$ cat config.mk
export PLATFORM = sky130hd
export DESIGN_NAME = base64_stream_encoder_core_flat
export DESIGN_NICKNAME = d
export VERILOG_FILES = /design/src/rtl/b64e_pkg.sv /design/src/rtl/b64e_if.sv /design/src/rtl/base64_stream_encoder_core.sv /design/src/rtl/b64e_front.sv /design/src/rtl/b64e_queue.sv /design/src/rtl/b64e_back.sv /design/src/flat_wrapper.sv
export SDC_FILE = /design/constraint.sdc
export NUM_CORES = 1
export LEC_CHECK = 0
export ABC_CLOCK_PERIOD_IN_PS = 3200
export BUFFER_PORTS_ARGS = -buffer_cell sky130_fd_sc_hd__buf_2
export CAP_MARGIN = 10
export CORE_AREA = 2 2 100 102
export CTS_BUF_LIST = sky130_fd_sc_hd__clkbuf_4
export DETAILED_ROUTE_END_ITERATION = 6
export DIE_AREA = 0 0 102 104
export PLACE_DENSITY = 0.68
export SLEW_MARGIN = 5
export SYNTH_ARGS = -nofsm -noshare
export SYNTH_HDL_FRONTEND = slang
export SYNTH_HIERARCHICAL = 1
export SYNTH_SLANG_ARGS = --single-unit
$ cat constraint.sdc
create_clock -name clk -period 3.2 [get_ports clk]
set_input_delay 0.16 -clock clk [delete_from_list [all_inputs] [get_ports clk]]
set_output_delay 0.16 -clock clk [all_outputs]
set_load 0.02 [all_outputs]
$ cat src/rtl/b64e_pkg.sv
// ----------------------------------------------------------------------------
// b64e_pkg
// Shared types, character constants and the symbol lookup for the base64
// stream encoder.
// ----------------------------------------------------------------------------
package b64e_pkg;

  localparam int QUEUE_DEPTH_DEF = 2;

  localparam logic [7:0] PAD_CHAR     = 8'h3D;  // '='
  localparam logic [7:0] CHAR_UPPER_A = 8'h41;  // 'A'
  localparam logic [7:0] CHAR_LOWER_A = 8'h61;  // 'a'
  localparam logic [7:0] CHAR_ZERO    = 8'h30;  // '0'
  localparam logic [7:0] CHAR_PLUS    = 8'h2B;  // '+'
  localparam logic [7:0] CHAR_SLASH   = 8'h2F;  // '/'

  localparam logic [5:0] SEXTET_LOWER = 6'd26;
  localparam logic [5:0] SEXTET_DIGIT = 6'd52;
  localparam logic [5:0] SEXTET_PLUS  = 6'd62;

  // number of '=' characters closing a group
  typedef enum logic [1:0] {
    PAD_NONE = 2'd0,
    PAD_ONE  = 2'd1,
    PAD_TWO  = 2'd2
  } pad_t;

  // one complete group of up to three bytes, ready to be turned into symbols
  typedef struct packed {
    logic [23:0] bits;
    pad_t        pad;
    logic        fin;
  } grp_t;

  localparam logic [1:0] SYM_THIRD = 2'd2;
  localparam logic [1:0] SYM_LAST  = 2'd3;

  function automatic logic [7:0] b64_char(input logic [5:0] v);
    logic [7:0] w;
    w = {2'b00, v};
    if (v < SEXTET_LOWER) begin
      return CHAR_UPPER_A + w;
    end else if (v < SEXTET_DIGIT) begin
      return CHAR_LOWER_A + w - {2'b00, SEXTET_LOWER};
    end else if (v < SEXTET_PLUS) begin
      return CHAR_ZERO + w - {2'b00, SEXTET_DIGIT};
    end else if (v == SEXTET_PLUS) begin
      return CHAR_PLUS;
    end else begin
      return CHAR_SLASH;
    end
  endfunction

endpackage

$ cat src/rtl/b64e_if.sv
// ----------------------------------------------------------------------------
// b64e channel interfaces
// Valid/ready channels for raw bytes in and encoded symbols out.
// ----------------------------------------------------------------------------
interface b64e_byte_if;
  logic       valid;
  logic       ready;
  logic [7:0] data_byte;
  logic       last_byte;

  modport source (output valid, output data_byte, output last_byte, input ready);
  modport sink   (input valid, input data_byte, input last_byte, output ready);
endinterface

interface b64e_sym_if;
  logic       valid;
  logic       ready;
  logic [7:0] symbol;
  logic       last_symbol;

  modport source (output valid, output symbol, output last_symbol, input ready);
  modport sink   (input valid, input symbol, input last_symbol, output ready);
endinterface

$ cat src/rtl/base64_stream_encoder_core.sv
// Order: a group's closing byte is written into the group queue; its first
// symbol then moves into the output register, and the other three follow it.
// Throughput: one byte per cycle in while the queue has room; the single-symbol
// output register sends one symbol per cycle unless stalled, four per group.
// Reset: synchronous, active low; clears the byte count, queue and output valid.
// ----------------------------------------------------------------------------
// base64_stream_encoder_core
// Byte collector, group queue and symbol emitter of the base64 encoder.
// ----------------------------------------------------------------------------
module base64_stream_encoder_core #(
  parameter int QUEUE_DEPTH = b64e_pkg::QUEUE_DEPTH_DEF
) (
  input  logic         clk,
  input  logic         rst_n,
  b64e_byte_if.sink    in_ch,
  b64e_sym_if.source   out_ch
);
  import b64e_pkg::*;

  logic push_valid;
  grp_t push_grp;
  logic push_ready;
  logic head_valid;
  grp_t head_grp;
  logic pop;

  b64e_front u_front (
    .clk        (clk),
    .rst_n      (rst_n),
    .in_ch      (in_ch),
    .push_valid (push_valid),
    .push_grp   (push_grp),
    .push_ready (push_ready)
  );

  b64e_queue #(
    .DEPTH (QUEUE_DEPTH)
  ) u_queue (
    .clk        (clk),
    .rst_n      (rst_n),
    .push_valid (push_valid),
    .push_grp   (push_grp),
    .push_ready (push_ready),
    .head_valid (head_valid),
    .head_grp   (head_grp),
    .pop        (pop)
  );

  b64e_back u_back (
    .clk        (clk),
    .rst_n      (rst_n),
    .head_valid (head_valid),
    .head_grp   (head_grp),
    .pop        (pop),
    .out_ch     (out_ch)
  );

endmodule

$ cat src/rtl/b64e_front.sv
// ----------------------------------------------------------------------------
// b64e_front
// Collects incoming bytes into groups of three and pushes each closed group,
// full or padded, into the group queue.
// ----------------------------------------------------------------------------
module b64e_front (
  input  logic             clk,
  input  logic             rst_n,
  b64e_byte_if.sink        in_ch,
  output logic             push_valid,
  output b64e_pkg::grp_t   push_grp,
  input  logic             push_ready
);
  import b64e_pkg::*;

  typedef enum logic [2:0] {
    CNT_ZERO = 3'b001,
    CNT_ONE  = 3'b010,
    CNT_TWO  = 3'b100
  } cnt_t;

  cnt_t       cnt_r, cnt_nxt;
  logic [7:0] held_first_r, held_first_nxt;
  logic [7:0] held_second_r, held_second_nxt;
  logic       acc;

  assign in_ch.ready = push_ready;
  assign acc         = in_ch.valid && push_ready;

  always_comb begin
    cnt_nxt         = cnt_r;
    held_first_nxt  = held_first_r;
    held_second_nxt = held_second_r;
    push_valid      = 1'b0;
    push_grp.bits   = {held_first_r, held_second_r, in_ch.data_byte};
    push_grp.pad    = PAD_NONE;
    push_grp.fin    = in_ch.last_byte;
    unique case (cnt_r)
      CNT_ONE: begin
        push_grp.bits = {held_first_r, in_ch.data_byte, 8'h00};
        push_grp.pad  = PAD_ONE;
        if (acc) begin
          held_second_nxt = in_ch.data_byte;
          if (in_ch.last_byte) begin
            push_valid = 1'b1;
            cnt_nxt    = CNT_ZERO;
          end else begin
            cnt_nxt = CNT_TWO;
          end
        end
      end
      CNT_TWO: begin
        if (acc) begin
          push_valid = 1'b1;
          cnt_nxt    = CNT_ZERO;
        end
      end
      default: begin
        // start a new group
        push_grp.bits = {in_ch.data_byte, 16'h0000};
        push_grp.pad  = PAD_TWO;
        if (acc) begin
          held_first_nxt = in_ch.data_byte;
          if (in_ch.last_byte) begin
            push_valid = 1'b1;
            cnt_nxt    = CNT_ZERO;
          end else begin
            cnt_nxt = CNT_ONE;
          end
        end
      end
    endcase
  end

  always_ff @(posedge clk) begin
    if (!rst_n) begin
      cnt_r <= CNT_ZERO;
    end else begin
      cnt_r <= cnt_nxt;
    end
  end

  always_ff @(posedge clk) begin
    held_first_r  <= held_first_nxt;
    held_second_r <= held_second_nxt;
  end

endmodule

$ cat src/rtl/b64e_queue.sv
// ----------------------------------------------------------------------------
// b64e_queue
// Short FIFO of closed groups between the byte collector and the symbol
// emitter.
// ----------------------------------------------------------------------------
module b64e_queue #(
  parameter int DEPTH = b64e_pkg::QUEUE_DEPTH_DEF
) (
  input  logic             clk,
  input  logic             rst_n,
  input  logic             push_valid,
  input  b64e_pkg::grp_t   push_grp,
  output logic             push_ready,
  output logic             head_valid,
  output b64e_pkg::grp_t   head_grp,
  input  logic             pop
);
  import b64e_pkg::*;

  localparam int PW = (DEPTH > 1) ? $clog2(DEPTH) : 1;
  localparam int CW = $clog2(DEPTH + 1);
  localparam logic [PW-1:0] PTR_LAST = PW'(DEPTH - 1);
  localparam logic [CW-1:0] CNT_FULL = CW'(DEPTH);

  grp_t          mem_r [DEPTH];
  logic [PW-1:0] wr_ptr_r, wr_ptr_nxt;
  logic [PW-1:0] rd_ptr_r, rd_ptr_nxt;
  logic [CW-1:0] cnt_r, cnt_nxt;
  logic          do_push;
  logic          do_pop;

  assign push_ready = (cnt_r != CNT_FULL);
  assign head_valid = (cnt_r != '0);
  assign head_grp   = mem_r[rd_ptr_r];
  assign do_push    = push_valid && push_ready;
  assign do_pop     = pop && head_valid;

  always_comb begin
    wr_ptr_nxt = wr_ptr_r;
    rd_ptr_nxt = rd_ptr_r;
    cnt_nxt    = cnt_r;
    if (do_push) begin
      wr_ptr_nxt = (wr_ptr_r == PTR_LAST) ? '0 : wr_ptr_r + 1'b1;
    end
    if (do_pop) begin
      rd_ptr_nxt = (rd_ptr_r == PTR_LAST) ? '0 : rd_ptr_r + 1'b1;
    end
    if (do_push && !do_pop) begin
      cnt_nxt = cnt_r + 1'b1;
    end else if (do_pop && !do_push) begin
      cnt_nxt = cnt_r - 1'b1;
    end
  end

  always_ff @(posedge clk) begin
    if (!rst_n) begin
      wr_ptr_r <= '0;
      rd_ptr_r <= '0;
      cnt_r    <= '0;
    end else begin
      wr_ptr_r <= wr_ptr_nxt;
      rd_ptr_r <= rd_ptr_nxt;
      cnt_r    <= cnt_nxt;
    end
  end

  always_ff @(posedge clk) begin
    if (do_push) begin
      mem_r[wr_ptr_r] <= push_grp;
    end
  end

endmodule

$ cat src/rtl/b64e_back.sv
// ----------------------------------------------------------------------------
// b64e_back
// Walks the head group through its four sextets, one symbol per cycle while
// the output is not stalled, into the output register.
// ----------------------------------------------------------------------------
module b64e_back (
  input  logic             clk,
  input  logic             rst_n,
  input  logic             head_valid,
  input  b64e_pkg::grp_t   head_grp,
  output logic             pop,
  b64e_sym_if.source       out_ch
);
  import b64e_pkg::*;

  logic [1:0] idx_r, idx_nxt;
  logic       out_valid_r, out_valid_nxt;
  logic [7:0] out_symbol_r, out_symbol_nxt;
  logic       out_last_r, out_last_nxt;
  logic       load;
  logic [5:0] sextet;
  logic       is_pad;

  assign out_ch.valid       = out_valid_r;
  assign out_ch.symbol      = out_symbol_r;
  assign out_ch.last_symbol = out_last_r;

  assign load = head_valid && (!out_valid_r || out_ch.ready);
  assign pop  = load && (idx_r == SYM_LAST);

  always_comb begin
    unique case (idx_r)
      2'd0:    sextet = head_grp.bits[23:18];
      2'd1:    sextet = head_grp.bits[17:12];
      2'd2:    sextet = head_grp.bits[11:6];
      default: sextet = head_grp.bits[5:0];
    endcase
    is_pad = ((idx_r == SYM_LAST) && (head_grp.pad != PAD_NONE)) ||
             ((idx_r == SYM_THIRD) && (head_grp.pad == PAD_TWO));
  end

  always_comb begin
    idx_nxt        = idx_r;
    out_valid_nxt  = out_valid_r;
    out_symbol_nxt = out_symbol_r;
    out_last_nxt   = out_last_r;
    if (load) begin
      idx_nxt        = idx_r + 1'b1;
      out_valid_nxt  = 1'b1;
      out_symbol_nxt = is_pad ? PAD_CHAR : b64_char(sextet);
      out_last_nxt   = head_grp.fin && (idx_r == SYM_LAST);
    end else if (out_ch.ready) begin
      // drop the transaction just taken
      out_valid_nxt = 1'b0;
    end
  end

  always_ff @(posedge clk) begin
    if (!rst_n) begin
      idx_r       <= '0;
      out_valid_r <= 1'b0;
    end else begin
      idx_r       <= idx_nxt;
      out_valid_r <= out_valid_nxt;
    end
  end

  always_ff @(posedge clk) begin
    out_symbol_r <= out_symbol_nxt;
    out_last_r   <= out_last_nxt;
  end

endmodule

$ cat src/flat_wrapper.sv
// flat-port wrapper written by rule: the top's interface ports become plain ports
module base64_stream_encoder_core_flat import b64e_pkg::*;
#(
  parameter int QUEUE_DEPTH = b64e_pkg::QUEUE_DEPTH_DEF
)
  (clk, rst_n, in_ch_valid, in_ch_data_byte, in_ch_last_byte, in_ch_ready, out_ch_valid, out_ch_symbol, out_ch_last_symbol, out_ch_ready);
  b64e_byte_if in_ch_i ();
  b64e_sym_if out_ch_i ();
  input  logic clk;
  input  logic rst_n;
  input wire logic [$bits(in_ch_i.valid)-1:0] in_ch_valid;
  input wire logic [$bits(in_ch_i.data_byte)-1:0] in_ch_data_byte;
  input wire logic [$bits(in_ch_i.last_byte)-1:0] in_ch_last_byte;
  output wire logic [$bits(in_ch_i.ready)-1:0] in_ch_ready;
  output wire logic [$bits(out_ch_i.valid)-1:0] out_ch_valid;
  output wire logic [$bits(out_ch_i.symbol)-1:0] out_ch_symbol;
  output wire logic [$bits(out_ch_i.last_symbol)-1:0] out_ch_last_symbol;
  input wire logic [$bits(out_ch_i.ready)-1:0] out_ch_ready;
  assign in_ch_i.valid = in_ch_valid;
  assign in_ch_i.data_byte = in_ch_data_byte;
  assign in_ch_i.last_byte = in_ch_last_byte;
  assign in_ch_ready = in_ch_i.ready;
  assign out_ch_valid = out_ch_i.valid;
  assign out_ch_symbol = out_ch_i.symbol;
  assign out_ch_last_symbol = out_ch_i.last_symbol;
  assign out_ch_i.ready = out_ch_ready;
  base64_stream_encoder_core #(.QUEUE_DEPTH(QUEUE_DEPTH)) u_core (.clk(clk), .rst_n(rst_n), .in_ch(in_ch_i), .out_ch(out_ch_i));
endmodule
==> impl_metrics.json <==
{
  "r2r_setup_slack_ps": 430,
  "final_core_util_pct": 48.8,
  "p_comb_share_pct": 20.2,
  "synthXorXnorAreaFrac_pct": 1.47,
  "die_area_um2": 10600,
  "numCtsBuffers": 9,
  "min-delay-start": "out_ch_ready",
  "io_buffer_count": 23,
  "r2r-end": "u_core/u_back/out_ch.symbol[4]",
  "path_cells": "buf_4, mux2_2, a22oi_1, a22oi_2, maj3_2, o32ai_1, a32oi_1",
  "finalCriticalPeriod_ps": 2770,
  "dpl_cell_area_um2": 4400,
  "cts_root_buffer": "clkbuf_4",
  "cp.buffers_inverters": 1,
  "die_w_um": 102,
  "met1_usage_pct": 20.6,
  "hp-class": "primary input to flip-flop",
  "slew-limit-headroom_pct": 50.4,
  "grt.busiest_layer": "met2",
  "drive_above_1_share_pct": 28.1,
  "insertion_delay_ps": 440,
  "layout_commonest_cell": "edfxtp_1",
  "critPathLaunchType": "flip-flop",
  "grt_use_total_pct": 14.4,
  "synthArstFlopShare_pct": 0,
  "hold_depth": 3,
  "internal_power_mw": 1.91,
  "fin_tns_setup_ps": 0,
  "cts.clk_slew.worst_paths_ps": 150,
  "core_area_um2": 9550,
  "final_cell_mix": "79 x edfxtp_1, 29 x mux2_2, 23 x buf_2",
  "firstDrtPassIters": 4,
  "multiInputGateArea_um2": 1420,
  "fin_nets": 342,
  "wl_mm": 7.19,
  "stdcell_area_um2": 4660,
  "worst_pin_slew_ps": 742,
  "syn-num-nets": 305,
  "synthAdderAreaFrac_pct": 2.37,
  "timing.fmax_mhz": 361,
  "start_util_pct": 43.6,
  "p_leak_nw": 1.67,
  "status": "finished clean",
  "vias_per_cell": 5.23,
  "crit_required_ps": 3390,
  "synth-seq-cells": 90,
  "power_switching_mw": 0.715,
  "layout.cells.non_filler": 460,
  "worstRegToRegCells": 7,
  "grt_pass1_wl_mm": 11.7,
  "wire_per_inst_um": 15.6,
  "detailedRoute.firstIterationViolations": 152,
  "drcViolationCount": 0,
  "ios": 24,
  "critPathCaptureType": "flip-flop",
  "placed_cells_incl_taps": 434,
  "gp_congestion": 0.921,
  "hold_viol": 0,
  "powerDensity_nw_per_um2": 563,
  "antenna_found_initial": 0,
  "p_clk_share_pct": 27.0,
  "synth.area.mux_share_pct": 11.3,
  "holdPathEnd": "u_core/u_back/out_ch.valid",
  "fp.dieH_um": 104,
  "cts_tree": "done",
  "cp_top_family": "compound AO/OA/AOI/OAI gates",
  "cts.htree.levels": 3,
  "crit_type": "flip-flop to flip-flop",
  "grt_overflow": 0,
  "finalCritPeriodShare_pct": 86.5,
  "grt_max_degree": 28,
  "setup_viol": 0,
  "postCtsSetupBuffers": 0,
  "synthFlopType": "edfxtp_1",
  "synth_edf_count": 79,
  "cpMaxStageDelayCell": "dfxtp_1",
  "p_seq_share_pct": 52.8,
  "globalRouteMet3Util_pct": 2.96,
  "final-max-slew-violation-count": 0,
  "switching_share_pct": 27.2,
  "fillers": 859,
  "cts_resized": 0,
  "crit_arrival_ps": 2960,
  "synth_area_um2": 4170,
  "ys_seq_area_share_pct": 62.2,
  "synth_top_family_by_area": "compound AO/OA/AOI/OAI gates",
  "rows": 36,
  "rsz0062_at_grt": "false",
  "ir_worst_vdd_uv": 202,
  "synth_warnings": 6,
  "avgSynthCellArea_um2": 14.6,
  "synth-simple-area-share_pct": 7.03,
  "syn_inst": 285,
  "yosysUniqueCellTypes": 63,
  "grt_pass1_vias": 2279,
  "drv_cap": 0,
  "dp_hpwl_mm": 5.00,
  "cp_max_fo": 12,
  "area_growth_pct": 12.0,
  "antennaDiodeCount": 0,
  "cts.sinks": 90,
  "hold_ws_ps": 29.1,
  "drtAntennaViolNets": 0,
  "use_met2_pct": 21.2,
  "vias": 2408,
  "slowest_delay_ps": 650,
  "synth-compound-area-share_pct": 11.9,
  "regArea_um2": 2590,
  "cts_max_path_buffers": 2,
  "fin_skew_ps": 21.6,
  "cts_hold_buf": 10
}
==> final cells by class <==
| type | count | share of cell area, % |
|---|---|---|
| Tap cell | 133 | 3.57 |
| Sequential cell | 90 | 55.6 |
| Timing Repair Buffer | 39 | 5.58 |
| Clock buffer | 11 | 1.77 |
| Clock inverter | 5 | 1.69 |
| Inverter | 16 | 1.29 |
| Multi-Input combinational cell | 166 | 30.5 |
==> state kept, by name, summed over array words and instances, names as in the netlist, named ones only <==
register,flops
u_core/u_back/out_ch.valid,1
u_core/u_back/out_ch.last_symbol,1
u_core/u_back/idx_r,2
u_core/u_queue/rd_ptr_r,1
u_core/u_queue/mem_r,54
u_core/u_front/held_first_r,8
u_core/u_front/cnt_r,3
u_core/u_back/out_ch.symbol,8
u_core/u_queue/wr_ptr_r,1
u_core/u_queue/cnt_r,2
u_core/u_front/held_second_r,8
==> worst min-delay path, stage by stage <==
cell,delay [ps]
buf_2,70
nand2b_1,120
a21boi_0,90
==> cells in the mapped netlist (all sizes together) (2+ instances only) <==
cell type / count / share of area, %
edfxtp: 79 / 57
mux2: 38 / 11
and2: 15 / 2.3
inv: 14 / 1.3
a22o: 11 / 2.3
buf: 11 / 1.9
dfxtp: 11 / 5.3
a21oi: 7 / 0.93
ha: 7 / 2.1
nor2: 7 / 0.69
a22oi: 6 / 1.2
nand2: 6 / 0.54
o21ai: 6 / 0.72
xnor2: 6 / 1.3
a21boi: 4 / 0.72
and3: 4 / 0.60
a211oi: 3 / 0.96
a222oi: 3 / 0.72
nand2b: 3 / 0.63
nand3: 3 / 0.36
nor3: 3 / 0.36
nor3b: 3 / 0.81
a2bb2oi: 2 / 0.42
a31oi: 2 / 0.30
clkbuf: 2 / 0.24
clkinv: 2 / 0.18
o22ai: 2 / 0.30
o311ai: 2 / 0.42
o31ai: 2 / 0.36
==> logic make-up after synthesis <==
| family | after synthesis |
|---|---|
| DFF | 90 |
| AOI/OAI and AO/OA | 62 |
| and+or+nand+nor | 49 |
| muxes | 39 |
| buffers and inverters | 29 |
| adders and majority gates | 8 |
| xor gates and xnor gates | 7 |
| other | 1 |
==> power groups by stage <==
stage	Clock, mW	Combinational (mW)	Sequential, mW
6_report	0.709	0.530	1.39
5_1_grt	0.778	0.582	1.39
4_1_cts	0.718	0.526	1.39
3_5_place_dp	0	0.516	1.41
3_3_place_gp	0	0.502	1.41
2_1_floorplan	0	0.374	1.44
==> how the worst max path moves through the flow <==
stage,slack (ps),cells past startpoint,from,to
2_1_floorplan,650,8,flip-flop,u_core/u_back/out_ch.symbol[1]
3_3_place_gp,560,6,flip-flop,u_core/u_back/out_ch.symbol[1]
3_5_place_dp,470,7,flip-flop,u_core/u_back/out_ch.symbol[1]
4_1_cts,470,7,flip-flop,u_core/u_back/out_ch.symbol[1]
5_1_grt,260,7,flip-flop,u_core/u_back/out_ch.symbol[1]
6_report,430,7,flip-flop,u_core/u_back/out_ch.symbol[4]
==> per-stage QoR <==
stage / power (mW) / setup WS, ps
6_report: 2.62 / 432
5_1_grt: 2.75 / 263
4_1_cts: 2.63 / 466
3_5_place_dp: 1.93 / 470
3_3_place_gp: 1.91 / 560
2_1_floorplan: 1.81 / 650
==> routing by layer <==
metal | part of all wire (%) | up-vias
li1 | - | 1170
met1 | 48 | 1171
met2 | 47 | 52
met3 | 3.2 | 15
met4 | 2.2 | 0
met5 | 0 | -
Power figures use the tool's default switching activity.
